==> src/uvc_pkg.sv <==
`default_nettype none
package uvc_pkg;

	// defaults for the top-level parameters
	localparam int DEF_CORDIC_STAGES = 16;
	localparam int DEF_FRAC_BITS     = 16;

	// CORDIC datapath width, room for gain on a 33-bit vector
	localparam int CW = 36;

	// isqrt steps for a 64-bit radicand
	localparam int SQRT_STEPS = 32;

	// configuration port
	localparam int CFG_IDX_W  = 3;
	localparam int CFG_DATA_W = 20;

	localparam logic [CFG_IDX_W-1:0] REG_CHECKER_WIDTH  = 3'd0;
	localparam logic [CFG_IDX_W-1:0] REG_CHECKER_HEIGHT = 3'd1;
	localparam logic [CFG_IDX_W-1:0] REG_FIRST_RED      = 3'd2;
	localparam logic [CFG_IDX_W-1:0] REG_FIRST_GREEN    = 3'd3;
	localparam logic [CFG_IDX_W-1:0] REG_FIRST_BLUE     = 3'd4;
	localparam logic [CFG_IDX_W-1:0] REG_SECOND_RED     = 3'd5;
	localparam logic [CFG_IDX_W-1:0] REG_SECOND_GREEN   = 3'd6;
	localparam logic [CFG_IDX_W-1:0] REG_SECOND_BLUE    = 3'd7;

	// object kinds
	localparam logic [2:0] KIND_PLANE  = 3'd0;
	localparam logic [2:0] KIND_SPHERE = 3'd1;
	localparam logic [2:0] KIND_CONE   = 3'd2;
	localparam logic [2:0] KIND_CYL    = 3'd3;

	// status codes
	localparam logic [1:0] ST_OK   = 2'd0;
	localparam logic [1:0] ST_KIND = 2'd1;
	localparam logic [1:0] ST_ZERO = 2'd2;

	// beat sideband carried alongside the arithmetic
	typedef struct packed {
		logic              vld;
		logic [2:0]        kind;
		logic signed [31:0] x;
		logic signed [31:0] y;
		logic signed [31:0] z;
	} side_t;

	// atan(2^-k) in turns, Q0.32, truncated
	function automatic logic [31:0] atan_turn(input logic [4:0] k);
		logic [31:0] a;
		unique case (k)
			5'd0:  a = 32'h20000000;
			5'd1:  a = 32'h12E4051D;
			5'd2:  a = 32'h09FB385B;
			5'd3:  a = 32'h051111D4;
			5'd4:  a = 32'h028B0D43;
			5'd5:  a = 32'h0145D7E1;
			5'd6:  a = 32'h00A2F61E;
			5'd7:  a = 32'h00517C55;
			5'd8:  a = 32'h0028BE53;
			5'd9:  a = 32'h00145F2E;
			5'd10: a = 32'h000A2F98;
			5'd11: a = 32'h000517CC;
			5'd12: a = 32'h00028BE6;
			5'd13: a = 32'h000145F3;
			5'd14: a = 32'h0000A2F9;
			5'd15: a = 32'h0000517C;
			5'd16: a = 32'h000028BE;
			5'd17: a = 32'h0000145F;
			5'd18: a = 32'h00000A2F;
			5'd19: a = 32'h00000517;
			5'd20: a = 32'h0000028B;
			5'd21: a = 32'h00000145;
			5'd22: a = 32'h000000A2;
			5'd23: a = 32'h00000051;
			5'd24: a = 32'h00000028;
			5'd25: a = 32'h00000014;
			5'd26: a = 32'h0000000A;
			5'd27: a = 32'h00000005;
			5'd28: a = 32'h00000002;
			5'd29: a = 32'h00000001;
			default: a = 32'h00000000;
		endcase
		return a;
	endfunction

endpackage
`default_nettype wire

==> src/uvc_isqrt.sv <==
`default_nettype none
// pipelined digit-recurrence square root, one result bit per stage
module uvc_isqrt import uvc_pkg::*; (
	input  wire logic        clk,
	input  wire logic        en,
	input  wire logic [63:0] rad,
	output logic [31:0]      root
);

	logic [63:0] n_s [SQRT_STEPS];
	logic [63:0] r_s [SQRT_STEPS];

	for (genvar j = 0; j < SQRT_STEPS; j++) begin : g_step
		localparam logic [63:0] BIT = 64'd1 << (62 - 2 * j);
		logic [63:0] ni;
		logic [63:0] ri;
		logic [63:0] trial;

		if (j == 0) begin : g_first
			assign ni = rad;
			assign ri = '0;
		end else begin : g_next
			assign ni = n_s[j-1];
			assign ri = r_s[j-1];
		end

		assign trial = ri + BIT;

		// subtract the trial value when it fits
		always_ff @(posedge clk) begin
			if (en) begin
				if (ni >= trial) begin
					n_s[j] <= ni - trial;
					r_s[j] <= (ri >> 1) + BIT;
				end else begin
					n_s[j] <= ni;
					r_s[j] <= ri >> 1;
				end
			end
		end
	end

	assign root = r_s[SQRT_STEPS-1][31:0];

endmodule
`default_nettype wire

==> config.mk <==
export PLATFORM = sky130hd
export DESIGN_NAME = uvc_isqrt
export DESIGN_NICKNAME = d
export VERILOG_FILES = /design/src/uvc_pkg.sv /design/src/uvc_isqrt.sv
export SDC_FILE = /design/constraint.sdc
export NUM_CORES = 2
export LEC_CHECK = 0
export BUFFER_PORTS_ARGS = -buffer_cell sky130_fd_sc_hd__buf_4
export CAP_MARGIN = 20
export CORE_MARGIN = 2
export CORE_UTILIZATION = 40
export CTS_CLUSTER_DIAMETER = 100
export DETAILED_ROUTE_END_ITERATION = 12
export GPL_ROUTABILITY_DRIVEN = 0
export SYNTH_ARGS = -nofsm -noshare
export SYNTH_HDL_FRONTEND = slang
export SYNTH_SLANG_ARGS = --single-unit
==> constraint.sdc <==
create_clock -name clk -period 9 [get_ports clk]
set_input_delay 0.9 -clock clk [delete_from_list [all_inputs] [get_ports clk]]
set_output_delay 0.9 -clock clk [all_outputs]
set_load 0.03 [all_outputs]
# Yosys cells after proc, flatten, opt, wreduce, memory -nomap -nowiden
# Memory sizes are Yosys's and may differ from the RTL's.
# Cells that the tools add are included.
[word_totals]
regBits = 0
mem_bits_rw = 4096
inputBits = 66
output_inout_bits = 32
wordCells = 448
memories = 2
[memory_table]
columns = ["name", "depth", "word_bits", "read_ports", "rd_ports_with_merged_regs", "wr", "line_no", "rtl"]
rows = [
  ["n_s", 32, 64, 31, 0, 32, "uvc_isqrt.sv:10", "logic [63:0] n_s [SQRT_STEPS];"],
  ["r_s", 32, 64, 32, 0, 32, "uvc_isqrt.sv:11", "logic [63:0] r_s [SQRT_STEPS];"],
]
[op_classes]
add_sub_neg = 94
n_lt_le_gt_ge = 32
n_mux = 256
bitwise_logic = 64
[op_table]
columns = ["cell", "n"]
rows = [
  ["2-to-1 mux 64 bit", 64],
  [">= comparator 64 bit", 31],
  ["subtractor 64 bit", 31],
  ["2-to-1 mux 1 bit", 192],
  ["adder 63 x 1 -> 64 bit (second input constant)", 1],
  ["adder 63 x 11 -> 64 bit (second input constant)", 1],
  ["adder 63 x 13 -> 64 bit (second input constant)", 1],
  ["adder 63 x 15 -> 64 bit (second input constant)", 1],
  ["adder 63 x 17 -> 64 bit (second input constant)", 1],
  ["adder 63 x 19 -> 64 bit (second input constant)", 1],
  ["adder 63 x 21 -> 64 bit (second input constant)", 1],
  ["adder 63 x 23 -> 64 bit (second input constant)", 1],
  ["adder 63 x 25 -> 64 bit (second input constant)", 1],
  ["adder 63 x 27 -> 64 bit (second input constant)", 1],
  ["adder 63 x 29 -> 64 bit (second input constant)", 1],
  ["adder 63 x 3 -> 64 bit (second input constant)", 1],
  ["adder 63 x 31 -> 64 bit (second input constant)", 1],
  ["adder 63 x 33 -> 64 bit (second input constant)", 1],
  ["adder 63 x 35 -> 64 bit (second input constant)", 1],
  ["adder 63 x 37 -> 64 bit (second input constant)", 1],
  ["adder 63 x 39 -> 64 bit (second input constant)", 1],
  ["adder 63 x 41 -> 64 bit (second input constant)", 1],
  ["adder 63 x 43 -> 64 bit (second input constant)", 1],
  ["adder 63 x 45 -> 64 bit (second input constant)", 1],
  ["other kinds (45)", 108],
]

# Depth between registers and ports, before layout
# An unclocked memory read counts as a cell.
[depth]
ltp_word = 7
ltp_mapped = 14
mapped_depth_nobuf = 13

# Least setup slack after synthesis
# Ideal clock, no wire load.
[synth_path]
path_kind = "input port to flip-flop"
startpoint = "input en"
endpoint = "memory n_s[26][0], in the netlist n_s[1][640] (enable)"
setup_ps = 482
arrival_time_ps = 4211
required_time_ps = 8518
slack_ps = 4307
stages = 4
n_path_buf = 4
path_cell_list = "clkbuf_1 > clkbuf_1 > clkbuf_1 > clkbuf_1"
[synth_lines]
columns = ["element", "line_no", "rtl"]
rows = [
  ["start, declared", "uvc_isqrt.sv:5", "input wire logic en,"],
  ["end, declared", "uvc_isqrt.sv:10", ""],
]

==> impl_summary.log <==
INFO  metric outcome = complete, no violations
INFO  metric hold_path_startpoint = rad[61]
INFO  metric later_pin_clock_latency_in_the_skew_report = 910 ps
INFO  metric p_int = approximately 24 mW
INFO  metric seq_power_share = 0.468
INFO  metric cp-start-kind = flop
INFO  metric total_via_count_in_the_routed_design = slightly above 80000
INFO  metric final_cycle_share = 0.537
INFO  metric cts.htree.levels = 5
INFO  metric drc = 0
INFO  metric die_width = approximately 560 um
INFO  metric synthToLayoutAreaGrowth = 11.9%
INFO  metric utilization = 0.450
INFO  metric setup.worst_path.start = n_s[1][351]$_DFFE_PP_
INFO  metric most_frequent_cells_in_the_layout = sky130_fd_sc_hd__edfxtp_1, sky130_fd_sc_hd__nand2_1, sky130_fd_sc_hd__inv_1
INFO  metric cts_max_path_buffers = 4
INFO  metric wl_met1 = roughly 140000 um
INFO  metric reg2reg_setup_slack = between 4000 and 5000 ps
INFO  metric number_of_antenna_violations_at_the_first_check_in_global_routing = 9
INFO  metric rows = approximately 200
INFO  metric power_switching = ~10 mW
INFO  metric grt.overflow.total = 0
INFO  metric timing.slew.headroom = 0.143
INFO  metric routed_via_density = 5.61
INFO  metric timing.rr.start = n_s[1][351]$_DFFE_PP_
INFO  metric postSynth.topFlopCell = sky130_fd_sc_hd__edfxtp_1
INFO  metric finalSetupViolations = 0
INFO  metric grt_pass1_vias = slightly below 80000
INFO  metric wl_met3 = between 20000 and 30000 um
INFO  metric report.final.slew_viol_count = 0
INFO  metric holdCritPathClass = input port to flop
INFO  metric start_util = 0.403
INFO  metric synth_cell_type_count = 86
INFO  metric fin_tns_setup = 0 ps
INFO  metric worstPathMaxFanout = 11
INFO  metric synthesis.area_per_instance = 12.3 um2
INFO  metric boundaryPins = 98
INFO  metric synth_seq_cells = 2512
INFO  metric design.core.area = between 300000 and 400000 um2
INFO  metric largest_net_degree_at_the_start_of_global_routing = 192
INFO  metric port_buffers = 97
INFO  metric floorplan.die.height = ~560 um
INFO  metric grt_pass1_wl = 463000 um
INFO  metric tritoncts.num_buffers = about 280
INFO  metric power.share.clock = 0.321
INFO  metric route.met2.wl = 130000 um
INFO  metric combinationalPowerShare = 0.211
INFO  metric final_common_cell = sky130_fd_sc_hd__edfxtp_1
INFO  metric topRoutingLayerUsed = met5
INFO  metric setup_repair_after_global_routing_missed_its_margin = no
INFO  metric timing.critical_path.required = between 9000 and 10000 ps
INFO  metric ys_seq_area_frac = 0.618
INFO  metric netlist_area = between 100000 and 150000 um2
INFO  metric pre_cts_slack = about 4200 ps
INFO  metric total_leakage_power = 50.0 nW
INFO  metric cap_viol_max_count = 0
INFO  metric critical_path_class = flop to flop
INFO  metric cts-root-buf = sky130_fd_sc_hd__clkbuf_16
INFO  metric finalHoldViolCount = 0
INFO  metric synth-async-reset-ratio = 0
INFO  metric floorplan.die_area = 310000 um2
INFO  metric p_sw_frac = 0.303
INFO  metric final.setup.worst_slack = roughly 4200 ps
INFO  metric syn_inst = 9960
INFO  metric max-vdd-ir-drop = between 0.1 and 0.15 mV
INFO  metric detailedRoute.firstIterationViolations = approximately 8500
INFO  metric synth_enable_flop_cells = roughly 2500
INFO  metric tightest_slew = around 1300 ps
INFO  metric avgRoutedWirePerCell = about 21 um
INFO  metric cts.clk_slew.worst_paths = ~60 ps
INFO  metric min_period = slightly below 5000 ps
INFO  metric yosysWarnings = 0
INFO  metric resize_count_post_cts = 0
INFO  metric cts_post_setup_buffers_inserted = 0
INFO  metric critical_path.endpoint_type = flop
INFO  metric final_nets = between 10000 and 15000
INFO  metric routed_wl = between 300000 and 400000 um
INFO  metric postRouteAntennaNets = 0
INFO  metric share_of_final_layout_standard_cells_stronger_than_drive_strength_1 = 0.0675
INFO  metric drt_first_pass_iters = 8
INFO  metric postSynthNetCount = roughly 11000
INFO  metric cts_tree = done
INFO  metric clock_skew = just under 90 ps
INFO  metric timing.critical_path.arrival = 5410 ps
INFO  metric cts.hold.buffers_added = 0
INFO  metric track_usage = 0.191
INFO  metric power.density = 252 nW/um2
INFO  metric max_clock_freq = 0.207 GHz
INFO  metric dpl.hpwl = around 230000 um
INFO  metric sinks_on_clock_net = approximately 2500
==> power groups by stage <==
| stage | clock [mW] | sequential, mW | combinational, mW |
|---|---|---|---|
| 6_report | 11.0 | 16.1 | 7.28 |
| 5_1_grt | 11.8 | 16.3 | 8.04 |
| 3_3_place_gp | 0 | 16.3 | 6.96 |
| 2_1_floorplan | 0 | 15.7 | 5.36 |
| 4_1_cts | 11.3 | 16.1 | 7.15 |
| 3_5_place_dp | 0 | 16.3 | 7.09 |
==> Yosys cell counts, types with 43 or more instances <==
| cell type | n | area, um2 |
|---|---|---|
| sky130_fd_sc_hd__o211ai_1 | 47 | 353 |
| sky130_fd_sc_hd__nor4b_1 | 52 | 455 |
| sky130_fd_sc_hd__mux2_2 | 43 | 484 |
| sky130_fd_sc_hd__nor3_1 | 293 | 1470 |
| sky130_fd_sc_hd__clkbuf_1 | 198 | 743 |
| sky130_fd_sc_hd__nor2b_1 | 70 | 438 |
| sky130_fd_sc_hd__inv_1 | 679 | 2550 |
| sky130_fd_sc_hd__a31oi_1 | 56 | 350 |
| sky130_fd_sc_hd__or4_1 | 99 | 743 |
| sky130_fd_sc_hd__edfxtp_1 | 2512 | 75400 |
| sky130_fd_sc_hd__nand3_1 | 180 | 901 |
| sky130_fd_sc_hd__ha_1 | 558 | 6980 |
| sky130_fd_sc_hd__xor2_1 | 457 | 4000 |
| sky130_fd_sc_hd__or2_2 | 53 | 332 |
| sky130_fd_sc_hd__and3_1 | 50 | 313 |
| sky130_fd_sc_hd__o21ai_0 | 601 | 3010 |
| sky130_fd_sc_hd__o21bai_1 | 45 | 338 |
| sky130_fd_sc_hd__a21o_1 | 212 | 1590 |
| sky130_fd_sc_hd__a211oi_1 | 54 | 405 |
| sky130_fd_sc_hd__o21a_1 | 90 | 676 |
| sky130_fd_sc_hd__nand2b_1 | 117 | 732 |
| sky130_fd_sc_hd__nor4_1 | 388 | 2430 |
| sky130_fd_sc_hd__xnor2_1 | 436 | 3820 |
| sky130_fd_sc_hd__nor2_1 | 553 | 2080 |
| sky130_fd_sc_hd__or3_1 | 102 | 638 |
| sky130_fd_sc_hd__nand2_1 | 809 | 3040 |
| sky130_fd_sc_hd__a21oi_1 | 509 | 2550 |
| sky130_fd_sc_hd__nand4_1 | 195 | 1220 |
==> per-stage QoR <==
step / cell area (um2) / hold WS, ps / cells / power, mW
CTS: 137000 / 76.2 / 14366 / 34.6
global placement: 128000 / 431 / 13865 / 23.3
finish: 137000 / 158 / 14376 / 34.5
detailed placement: 128000 / 428 / 13870 / 23.4
floorplan: 122000 / 417 / 9960 / 21.1
global route: 137000 / 104 / 14374 / 36.1
==> kinds of logic (layout without fill, tap and decap cells) <==
family,after synthesis,after routing,synth area share
AO/OA/AOI/OAI,1867,1867,0.0937
XOR/XNOR,893,893,0.0640
other,0,3,0
buffers and inverters,914,1349,0.0284
multiplexers,53,53,0.00478
AND/OR/NAND/NOR,3163,3163,0.134
adder cells (fa/ha/maj),558,558,0.0572
flip-flops,2512,2512,0.618
==> worst paths after layout <==
path,cells after the start,endpoint
max,10,n_s[1][440]$_DFFE_PP_
min,1,n_s[0][61]$_DFFE_PP_
max reg2reg,10,n_s[1][440]$_DFFE_PP_
min reg2reg,0,r_s[1][409]$_DFFE_PP_
==> sequential cells by signal (all words and copies together), names as in the netlist <==
register  count
n_s        1984
r_s         528
==> layout make-up <==
class                      count  area (um2)
fill                       27195      167000
sequential                  2512       75400
multi-input combinational   6534       43400
clock buffer                 339        7210
tap                         3978        4980
inverter                     679        2550
clock inverter               157        1650
timing repair buffer         174        1440
antenna                        3        7.51
==> worst max-delay path: stages, from the launching register on <==
cell                        delay (ps)
sky130_fd_sc_hd__edfxtp_1          390
sky130_fd_sc_hd__ha_1              420
sky130_fd_sc_hd__and4_1            250
sky130_fd_sc_hd__nand3_1           160
sky130_fd_sc_hd__nand4b_1          220
sky130_fd_sc_hd__nor4_1            730
sky130_fd_sc_hd__nor3_1            230
sky130_fd_sc_hd__o2111ai_1         960
sky130_fd_sc_hd__o211ai_1          610
sky130_fd_sc_hd__nor4_1            420
sky130_fd_sc_hd__xor2_1            120
==> per-layer routing <==
| metal | up-vias | GRT usage |
|---|---|---|
| li1 | 37831 | - |
| met4 | 2 | 0.0465 |
| met3 | 474 | 0.0426 |
| met2 | 3271 | 0.286 |
| met1 | 39053 | 0.280 |
| met5 | - | 0 |
No activity file was read; power rests on OpenSTA's default activity.
